===== src/rtl/core/pqa_pkg.sv =====
// Shared types and constants for the packet queue admission block.
// Used by the controller, the datapath, the divider and the top level.
// Depends on nothing else.
package pqa_pkg;

	localparam int LEN_W   = 16;
	localparam int BYTE_W  = 24;
	localparam int PROB_W  = 16;
	localparam int PROD_W  = PROB_W + BYTE_W;
	localparam int PKTS_W  = 9;
	localparam int DROP_W  = 32;
	localparam int MODE_W  = 2;
	localparam int CFG_IDX_W  = 3;
	localparam int CFG_DATA_W = 24;
	localparam int TDATA_OUT_W = 120;

	localparam logic [PROB_W-1:0] SEED_DEFAULT = 16'd44257;

	// Policy modes.
	localparam logic [MODE_W-1:0] MODE_UNLIMITED = 2'd0;
	localparam logic [MODE_W-1:0] MODE_FIFO      = 2'd1;
	localparam logic [MODE_W-1:0] MODE_RED       = 2'd2;
	localparam logic [MODE_W-1:0] MODE_TOKEN     = 2'd3;

	// Request kinds.
	localparam logic FUNC_ENQ = 1'b0;
	localparam logic FUNC_DEQ = 1'b1;

	// Configuration register indexes.
	localparam logic [CFG_IDX_W-1:0] REG_POLICY_MODE = 3'd0;
	localparam logic [CFG_IDX_W-1:0] REG_BYTE_LIMIT  = 3'd1;
	localparam logic [CFG_IDX_W-1:0] REG_RED_MIN     = 3'd2;
	localparam logic [CFG_IDX_W-1:0] REG_RED_MAX     = 3'd3;
	localparam logic [CFG_IDX_W-1:0] REG_RED_PROB    = 3'd4;
	localparam logic [CFG_IDX_W-1:0] REG_RNG_SEED    = 3'd5;

	// Admission class found when an enqueue is evaluated.
	typedef enum logic [1:0] {
		CLS_ADMIT,
		CLS_TAIL,
		CLS_DRAW_FIX,
		CLS_DRAW_DIV
	} pqa_cls_t;

	typedef struct packed {
		logic take_item;
		logic eval;
		logic mul;
		logic div_step;
		logic draw;
		logic commit;
	} pqa_cmd_t;

	typedef struct packed {
		logic     func;
		pqa_cls_t cls;
		logic     out_free;
	} pqa_status_t;

	// The first field sits in the highest bits.
	typedef struct packed {
		logic [DROP_W-1:0] early_drop_count;
		logic [DROP_W-1:0] tail_drop_count;
		logic [PKTS_W-1:0] queue_packets;
		logic [BYTE_W-1:0] queue_bytes;
		logic [LEN_W-1:0]  deq_len;
		logic              deq_valid;
		logic              admitted;
	} pqa_result_t;

endpackage


===== src/rtl/core/pqa_ctrl.sv =====
// Controller state machine sequencing evaluation, division, draw and commit.
// Depends on pqa_pkg for the command and status structs.
module pqa_ctrl (
	input  logic                 clk,
	input  logic                 arst_n,
	input  logic                 item_valid,
	output logic                 item_ready,
	input  pqa_pkg::pqa_status_t status,
	output pqa_pkg::pqa_cmd_t    cmd
);
	import pqa_pkg::*;

	localparam int STEP_W = $clog2(PROB_W);
	localparam logic [STEP_W-1:0] STEP_LAST = STEP_W'(PROB_W - 1);

	localparam logic [2:0] ST_IDLE   = 3'd0;
	localparam logic [2:0] ST_EVAL   = 3'd1;
	localparam logic [2:0] ST_MUL    = 3'd2;
	localparam logic [2:0] ST_DIV    = 3'd3;
	localparam logic [2:0] ST_DRAW   = 3'd4;
	localparam logic [2:0] ST_COMMIT = 3'd5;

	logic [2:0]        state_q;
	logic [2:0]        state_d;
	logic [STEP_W-1:0] step_q;

	always_comb begin
		state_d = state_q;
		cmd     = '0;
		case (state_q)
			ST_IDLE: begin
				if (item_valid) begin
					cmd.take_item = 1'b1;
					state_d       = ST_EVAL;
				end
			end
			ST_EVAL: begin
				cmd.eval = 1'b1;
				if (status.func == FUNC_DEQ)
					state_d = ST_COMMIT;
				else if (status.cls == CLS_DRAW_DIV)
					state_d = ST_MUL;
				else if (status.cls == CLS_DRAW_FIX)
					state_d = ST_DRAW;
				else
					state_d = ST_COMMIT;
			end
			ST_MUL: begin
				cmd.mul = 1'b1;
				state_d = ST_DIV;
			end
			ST_DIV: begin
				cmd.div_step = 1'b1;
				if (step_q == STEP_LAST)
					state_d = ST_DRAW;
			end
			ST_DRAW: begin
				cmd.draw = 1'b1;
				state_d  = ST_COMMIT;
			end
			ST_COMMIT: begin
				// Wait here while the previous result is still held downstream.
				if (status.out_free) begin
					cmd.commit = 1'b1;
					state_d    = ST_IDLE;
				end
			end
			default: state_d = ST_IDLE;
		endcase
	end

	assign item_ready = (state_q == ST_IDLE);

	always_ff @(posedge clk or negedge arst_n) begin
		if (!arst_n) begin
			state_q <= ST_IDLE;
			step_q  <= '0;
		end else begin
			state_q <= state_d;
			if (state_q == ST_DIV)
				step_q <= step_q + 1'b1;
			else
				step_q <= '0;
		end
	end

endmodule


===== config.mk =====
export PLATFORM = sky130hd
export DESIGN_NAME = pqa_ctrl
export DESIGN_NICKNAME = d
export VERILOG_FILES = /design/src/rtl/core/pqa_pkg.sv /design/src/rtl/core/pqa_ctrl.sv
export SDC_FILE = /design/constraint.sdc
export NUM_CORES = 1
export LEC_CHECK = 0
export ABC_AREA = 1
export ABC_CLOCK_PERIOD_IN_PS = 1300
export BUFFER_PORTS_ARGS = -buffer_cell sky130_fd_sc_hd__clkbuf_2
export CAP_MARGIN = 25
export CORE_AREA = 2 2 39 41
export CTS_CLUSTER_DIAMETER = 200
export DETAILED_ROUTE_END_ITERATION = 12
export DIE_AREA = 0 0 41 43
export PLACE_DENSITY = 0.54
export SLEW_MARGIN = 20
export SYNTH_ARGS = -nofsm -noshare
export SYNTH_HDL_FRONTEND = slang
export SYNTH_SLANG_ARGS = --single-unit

===== constraint.sdc =====
create_clock -name clk -period 1.3 [get_ports clk]
set_input_delay 0.065 -clock clk [delete_from_list [all_inputs] [get_ports clk]]
set_output_delay 0.065 -clock clk [all_outputs]
set_load 0.03 [all_outputs]

== After elaboration in Yosys (flattened, before gate mapping) ==
Cells that the tools add are included.

* Reduce and logical (&&, ||, !) cells: 2
* $add $sub $neg: 1
* Equal/unequal tests: 11
* Muxes and demuxes: 16

{| class="wikitable"
|+ Operator list
! operator !! count
|-
| $pmux W3 S6 || 1
|-
| $mux W3 || 5
|-
| $mux W1 || 9
|-
| $eq A3 B2 Y1 const B || 2
|-
| $eq A3 B3 Y1 const B || 2
|-
| $ne A2 B2 Y1 const B || 3
|-
| $add A4 B1 Y4 const B || 1
|-
| $eq A2 B2 Y1 const B || 2
|-
| $eq A4 B4 Y1 const B || 1
|-
| $mux W4 || 1
|-
| $eq A3 B1 Y1 const B || 1
|-
| $logic_not A3 Y1 || 1
|-
| $reduce_and A3 Y1 || 1
|}

* Register bits: 7
* Word-level logic and storage cells: 32

== Longest topological paths before layout ==
Gate-level depths: netlist (run 1).

* Word-level depth: 5
* Gate-level depth with buffers: 6
* Gate-level depth less buffers: 6

== Least setup slack after synthesis (run 1) ==
No wires, ideal clock.

* Kind: register to register
* From: reg state_q[0]
* To: reg state_q[1]
* Arrival: 1.377 ns
* Buffers on the path: 1
* Path slack: -0.145 ns
* Library setup time: 0.068 ns
* Required time: 1.232 ns
* Clock period less this slack: 1.445 ns
* Cell stages (with the launch flop): 5
* Cell sequence: dfrtp_1 -> buf_6 -> nor3_1 -> a21oi_1 -> nand2_1

* Word-level cells in the longest chain between the ends: 3
* Elaborated cells between the ends (all ways): 11
* Classes of those cells: eq/ne (8); mux (1); reduce/logical (2)

{| class="wikitable"
|+ Ends and longest elaborated chain
! what !! RTL line !! source
|-
| start, declared || pqa_ctrl.sv:23 || <nowiki>logic [2:0] state_q;</nowiki>
|-
| start signal, assigned || pqa_ctrl.sv:79 || <nowiki>state_q <= state_d;</nowiki>
|-
| $eq A3 B2 Y1, or another cell as far along || pqa_ctrl.sv:30 || <nowiki>case (state_q)</nowiki>
|-
| $ne A2 B2 Y1 (no source line) || -- ||
|-
| $reduce_and A3 Y1 (no source line) || -- ||
|}

Several ways; a longest one is shown, not always the timed one.
A chain may end at the register's enable or synchronous reset.

==> results of run 1 <==
path summary, 6_finish.rpt:
| check | depth (start not counted) | slack, ns | startpoint | to |
|---|---|---|---|---|
| worst max-delay path | 4 | 0.07 | state_q[2] | cmd[4] |
| worst min-delay path | 3 | 0.15 | status[0] | state_q[2] |
| worst max register to register | 5 | 0.21 | state_q[0] | state_q[0] |
| worst min register to register | 1 | 0.46 | step_q[0] | step_q[0] |
| max in group asynchronous | 2 | 0.93 | arst_n | state_q[2] |
| min in group asynchronous | 2 | 0.19 | arst_n | step_q[3] |
synth_stat cells:
library cell	n	area share [%]
sky130_fd_sc_hd__nand3_2	2	4.6
sky130_fd_sc_hd__ha_1	1	2.9
sky130_fd_sc_hd__a21oi_1	3	3.4
sky130_fd_sc_hd__dfrtp_1	7	40
sky130_fd_sc_hd__inv_2	1	0.86
sky130_fd_sc_hd__o21bai_1	1	1.7
sky130_fd_sc_hd__nand2_1	15	13
sky130_fd_sc_hd__nor3_1	1	1.1
sky130_fd_sc_hd__inv_1	10	8.6
sky130_fd_sc_hd__nor2_4	1	2.6
sky130_fd_sc_hd__o21ai_0	2	2.3
sky130_fd_sc_hd__nor2_1	14	12
sky130_fd_sc_hd__buf_6	1	2.6
sky130_fd_sc_hd__nand3_1	4	4.6
worst reg2reg max path, stage by stage (launching register included):
cell and delay, ns:
sky130_fd_sc_hd__dfrtp_2 0.44, sky130_fd_sc_hd__clkbuf_2 0.18, sky130_fd_sc_hd__nand3_2 0.12, sky130_fd_sc_hd__nor2_1 0.12
sky130_fd_sc_hd__nor2_1 0.05, sky130_fd_sc_hd__a21oi_1 0.11
kinds of logic after synthesis:
| family | share of synthesized area, % |
|---|---|
| AO/OA/AOI/OAI | 7.43 |
| adder cells (fa/ha/maj) | 2.86 |
| buffers and inverters | 12.0 |
| flip-flops | 40.0 |
| AND/OR/NAND/NOR | 37.7 |
power breakdown:
part | internal, uW | switching (uW)
clock | 117 | 73.9
combinational | 217 | 423
sequential | 280 | 111
total | 614 | 608
layer usage:
metal	vias up	global-route usage, %	wire, um	part of all wire [%]
met5	-	0	0	0
met4	0	4.00	0	0
met3	0	4.71	46	5.4
met2	10	15.6	395	46
met1	181	14.9	409	48
li1	231	-	-	-
cell type report:
type                       instances  area (um^2)
clock buffer                       4         26.3
sequential                         7          179
tap                               16         20.0
fill                             154          810
inverter                          11         41.3
multi-input combinational         44          223
timing repair buffer              15         85.1
metrics by stage:
stage          util, %  setup WS (ns)  cells
4_1_cts           40.5       0.000840     96
6_report          41.5         0.0690     97
5_1_grt           41.5       -0.00544     97
3_3_place_gp      37.3          0.199     91
2_1_floorplan        -          0.125     63
3_5_place_dp      37.3          0.201     91
repair_timing:
item / in CTS / in global routing
hold buffers: 1 / 0
endpoints found under the hold margin: 7 / 0
pin swaps: 0 / 0
buffers inserted: 0 / 1
endpoints found under the setup margin: 4 / 6
resized for setup: 4 / 7
registers in the layout (all words and copies together) (netlist names):
| signal | flops |
|---|---|
| state_q | 3 |
| step_q | 4 |
==> summary by stage, run 1 <==
Clocking
TritonCTS built the clock tree. No sink is reached through more buffers than the 2 on the longest clock path. The number of buffers created by CTS is 3. In this run the number of H-tree levels came out at 1.

The clock slew seen by the registers of the worst setup and hold paths is 0.05 ns. The insertion delay to the later sink of the worst-skew pair is 0.24 ns. The cell chosen for the clock root is sky130_fd_sc_hd__clkbuf_4. CTS saw 7 sinks.

Setup path
For this run, the slowest stage of the critical path takes 0.47 ns. The type of element launching the critical path is a register. Traced cell by cell, the critical path runs through inv_2 > nand3_1 > inv_1 > clkbuf_2.

Broken down by cell family, the worst path's largest delay share belongs to flip-flops. The largest fanout on the critical path is 6. The critical path contains buffers and inverters numbering 3 combined.

The critical path endpoint category is a primary output. For the worst setup path, the data arrival time is 1.17 ns. The slowest stage cell on the critical path is sky130_fd_sc_hd__dfrtp_2. The classification of the worst setup path is reg -> out.

Data on the critical path is required at its endpoint by 1.24 ns.

STA
For the pin with the worst max-slew slack, the measured transition is 0.181 ns. The final-report setup violation count is 0. Across the routed clock network, the largest skew measured is 0.00100 ns. In the final timing run, aggregate negative setup slack is 0 ns. The count of final hold-check violations is 0. Hold is met by 0.146 ns.

The number of pins exceeding their max-slew limit in the final report was 0. The final period demand of the worst path is 1.23 ns. The final worst-path cycle share is 94.7%. The headroom to the max-slew limit is 87.9%. Setup repair after global routing could not meet its margin everywhere.

The peak clock frequency supported by timing is 812 MHz.

Logic synthesis
The number of nets in the synthesized netlist is 71. After synthesis the netlist holds a flip-flop and latch count of 7. The total of warnings raised by yosys is 0.

In this run the cell area of the synthesized design comes to 438 um^2. The average size of a mapped cell is 6.95 um^2. The number of unique standard cell types used by synthesis is 14.

Of the synthesized area, sequential elements account for 40.0%. Synthesis produced 63 cells.

Run status
The run finished with clean final reports.

Floorplanning
The number of ports placed on the die boundary is 14. The width of the die is 41 um. The floorplan step defined a core boundary enclosing 1380 um^2.

Once the floorplan was initialized, standard cells occupied 31.6% of the core. The row count is 14. The die is 43 um tall. The area enclosed by the die boundary is 1760 um^2.

Route
Summed over all layers, the routed wires come to 850 um. The first routing iteration left 16 violations. Before antenna repair, the detailed router went through 3 iterations. The number of remaining DRC errors is 0. After detailed routing, the average wire length per cell comes to 8.76 um. For this block, the via count after detailed routing is 422. The post-route antenna net violation count is 0. In the routed layout, each cell is associated on average with a via count of 4.35.

Placed design
Port buffering added 13 buffers. The congestion estimate from routability-driven global placement came to 0.726. Summed over all nets, the half-perimeter wirelength after detailed placement is 678 um. The cell area reported after detailed placement is 517 um^2.

Finish
The antenna diode count is 0. After routing the design area is 574 um^2. Relative to the synthesized area, the layout overhead comes to 31.1%. The share of final-layout standard cells stronger than drive strength 1 is 33.3%. For this run, the post-layout net count is 90. The top cell types in the final layout, fill and taps aside, are sky130_fd_sc_hd__nand2_1, sky130_fd_sc_hd__nor2_1, sky130_fd_sc_hd__clkbuf_2, sky130_fd_sc_hd__inv_1. The library cell used most frequently in the layout, excluding fill and tap cells, is sky130_fd_sc_hd__nand2_1.

GRT
In the global route stage, overall resource usage came out at 11.1%. After global routing the overflow that remains totals 0. The number of antenna violations at the first check in global routing came to 0. The first-pass GRT wire length is 1.30 mm. The pin count of the biggest net entering global routing is 10.

The number of global-route vias before repair is 310.

Hold path
The class of the tightest hold or removal check is in -> reg.

Power and ir drop
Dividing total power by cell area gives a power density of 2130 nW/um^2. The highest ir drop seen on vdd is 0.000860 V. The overall power after layout is 1220 uW. The leakage power summed over all cells is 0.000325 uW.

Flow run
The count of maximum capacitance violations is 0.
(Power assumes the default switching activity.)
==> inputs of run 2 (changes only) <==
--- a/config.mk
+++ b/config.mk
@@ -7,13 +7,12 @@
 export LEC_CHECK = 0
 export ABC_AREA = 1
 export ABC_CLOCK_PERIOD_IN_PS = 1300
-export BUFFER_PORTS_ARGS = -buffer_cell sky130_fd_sc_hd__clkbuf_2
-export CAP_MARGIN = 25
-export CORE_AREA = 2 2 39 41
+export CAP_MARGIN = 20
+export CORE_UTILIZATION = 30
 export CTS_CLUSTER_DIAMETER = 200
 export DETAILED_ROUTE_END_ITERATION = 12
-export DIE_AREA = 0 0 41 43
-export PLACE_DENSITY = 0.54
+export DONT_BUFFER_PORTS = 1
+export PLACE_DENSITY = 0.42
 export SLEW_MARGIN = 20
 export SYNTH_ARGS = -nofsm -noshare
 export SYNTH_HDL_FRONTEND = slang
==> run 2 against run 1 <==
  * Cell area is 0.65% higher
  * Count of clock-buffer cells in the layout stayed put
  * Sequential power is 1% lower
  * Via count is 3.8% lower
  * Combinational power is 14% higher
  * Die area is 8.3% lower
  * Wire length stayed put
  * Non-clock buffer count is 5 lower
  * Flip-flop and latch count stayed put
  * Critical path depth is 1 lower
  * Maximum frequency is 2.4% lower
  * Largest cell class unchanged
==> summary by stage, run 2 (same netlist as run 1, synthesis figures left out) <==
Route
The total wire length is 850 um. The post-route antenna net violation count is 0. For this run, the detailed router's first-pass iteration total came to 3. The total via count in the routed design is 406. In the routed layout, each cell is associated on average with a via count of 4.46. In the final routed layout, each cell accounts on average for 9.34 um. The first routing iteration left 6 violations. In the routed design, unresolved DRC markers number 0.

Power and ir drop
The leakage power summed over all cells is 0.000312 uW. The power density over the cells is 2270 nW/um^2. The overall power after layout is 1310 uW. The design internal power is 674 uW.

Of the total power, registers draw 29.5%. The switching share of power is 48.7%. The worst-case IR drop observed on VDD is 0.000933 V. The analysis attributes to net switching a power of 639 uW.

Per report_power, the clock group accounts for 15.0% of the total. Of the total power, combinational logic draws 55.5%.

Placed design
The total of buffers placed on input and output ports is 0. The minimum setup slack after placement is 0.188 ns. Detailed placement finished with a half-perimeter wire length of 636 um. The last weighted congestion value of the routability-driven placer is 0.736.

Finish
The largest registers in the layout are step_q x4, state_q x3. The post-route netlist has 28.9% of its cells at a drive strength greater than 1. The library cells used most frequently in the layout, excluding fill and tap cells, are sky130_fd_sc_hd__nand2_1, sky130_fd_sc_hd__nor2_1, sky130_fd_sc_hd__inv_1, sky130_fd_sc_hd__buf_4. The filler cell count is 140.

The flip-flop count of the largest register after layout is 4. The register with the most flip-flops in the final layout is step_q. The area added between synthesis and finish is 32.0%. Leaving out fill and tap cells, the most frequent cell in the layout is sky130_fd_sc_hd__nand2_1. After the last flow step, the layout net total stands at 85. The repair_antennas step left the layout with diodes totalling 0.

GRT
The first-pass GRT wire length is 1.32 mm. The remaining global-route overflow is 0. The number of global-route vias before repair came to 343. The total routing usage reported by global routing is 12.5%.

The number of antenna violations at the first check in global routing is 0. Entering global routing, the biggest net connects 10 pins.

STA
For the pin with the worst max-slew slack, the measured transition is 0.324 ns. The final worst clock skew is 0.0102 ns. The peak clock frequency supported by timing is 793 MHz. The number of pins exceeding their max-slew limit in the final report came to 0. The final-report setup violation count is 0. The final worst-path cycle share is 97.0%. After layout, the worst setup slack is 0.0384 ns. In this run the tightest slew margin relative to its limit is 78.3%. The count of final hold-check violations is 0. The worst path needs 1.26 ns of the cycle, external delays included.

Clocking
The number of clock sinks is 7. The clock slew seen by the registers of the worst setup and hold paths is 0.06 ns. The TritonCTS clock tree is built. The clock passes through at most 2 buffers. The number of buffers created by CTS is 3. The cell chosen for the clock root is sky130_fd_sc_hd__clkbuf_4. The number of levels in the clock H-tree is 1.

The insertion delay to the later sink of the worst-skew pair is 0.25 ns.

Floorplanning
The area enclosed by the die boundary is 1620 um^2. In this run the core area contains 13 standard-cell rows. The initial utilization of the core area, before any placement, comes to 32.8%. 14 I/O pins were placed. The core region is 1330 um^2.

From bottom edge to top edge, the die measures 40.2 um. In this run the horizontal extent of the chip is 40.2 um.

Run status
The flow ran to the end, and the final reports show no timing, DRC or antenna violations.

Setup path
Along the worst path, the maximum fanout reaches 5. The critical path goes through buf_4 > nor3_4 > buf_6. The slowest stage cell on the critical path is sky130_fd_sc_hd__dfrtp_2.

The classification of the worst setup path is reg -> out. The most critical setup path has its endpoint at cmd[3]. The worst endpoint data arrival time is 1.20 ns.

The worst flop-to-flop path startpoint is state_q[0]. The depth of the worst register-to-register path is 6. On the worst path, the slowest cell contributes a delay of 0.44 ns. The required time at the endpoint of the critical path is 1.24 ns. The worst setup path is captured at a primary output. The end of the worst register-to-register path is state_q[2]. Tracing the worst setup path back leads to its startpoint at state_q[0]. The worst setup path is launched from a register. The worst reg-to-reg setup slack is 0.22 ns.

Hold path
The depth of the worst hold-timing path is 2. The class of the tightest hold or removal check is in -> reg.

Flow run
Across the run, the number of max-cap violations was 0.
## run 2: layout make-up
class / instances / area, um^2 / area share, %
clock buffer: 4 / 26.3 / 4.55
sequential: 7 / 179 / 31.0
multi-input combinational: 44 / 229 / 39.6
timing repair buffer: 10 / 81.3 / 14.1
inverter: 11 / 43.8 / 7.58
tap: 15 / 18.8 / 3.25
## run 2: through the flow
stage	hold slack [ns]	cell area (um^2)	std cells	setup TNS, ns	util, %
finish	0.0193	578	91	0	43.3
detailed placement	-0.230	488	82	0	36.6
CTS	0.0228	528	87	0	39.6
floorplan	-0.231	443	63	0	-
global placement	-0.230	488	82	0	36.6
global route	0.00976	578	91	-0.00556	43.3
## run 2: critical path, delay by kind of cell, from the launching register on
family	cells	cell delay (ns)
flops	1	0.44
buf+inv	2	0.32
simple gates	1	0.18
## run 2: worst min path at each step
stage | slack, ns | startpoint | endpoint
floorplan | -0.23 | arst_n | state_q[0]
global placement | -0.23 | arst_n | state_q[1]
detailed placement | -0.23 | arst_n | state_q[1]
CTS | 0.02 | status[0] | state_q[2]
global route | 0.01 | status[0] | state_q[2]
finish | 0.02 | status[0] | state_q[2]
## run 2: power groups by stage
stage	sequential (uW)	combinational [uW]	clock [uW]
2_1_floorplan	331	522	0
3_3_place_gp	378	587	0
3_5_place_dp	377	578	0
4_1_cts	380	590	203
5_1_grt	393	799	219
6_report	387	728	198
## run 2: metal layers
| layer | GRT usage [%] | vias up | part of all wire, % |
|---|---|---|---|
| met2 | 17.3 | 8 | 46 |
| met5 | 0 | - | 0 |
| met3 | 2.22 | 2 | 5.5 |
| met4 | 10.0 | 0 | 0.82 |
| met1 | 16.8 | 179 | 47 |
| li1 | - | 217 | - |
## run 2: repair_timing
| action | in CTS | in global routing |
|---|---|---|
| pin swaps | 0 | 0 |
| setup buffers | 0 | 4 |
| hold buffers | 1 | 0 |
| hold endpoints to repair | 7 | 0 |
| gates resized for setup | 2 | 7 |
| setup endpoints to repair | 3 | 4 |
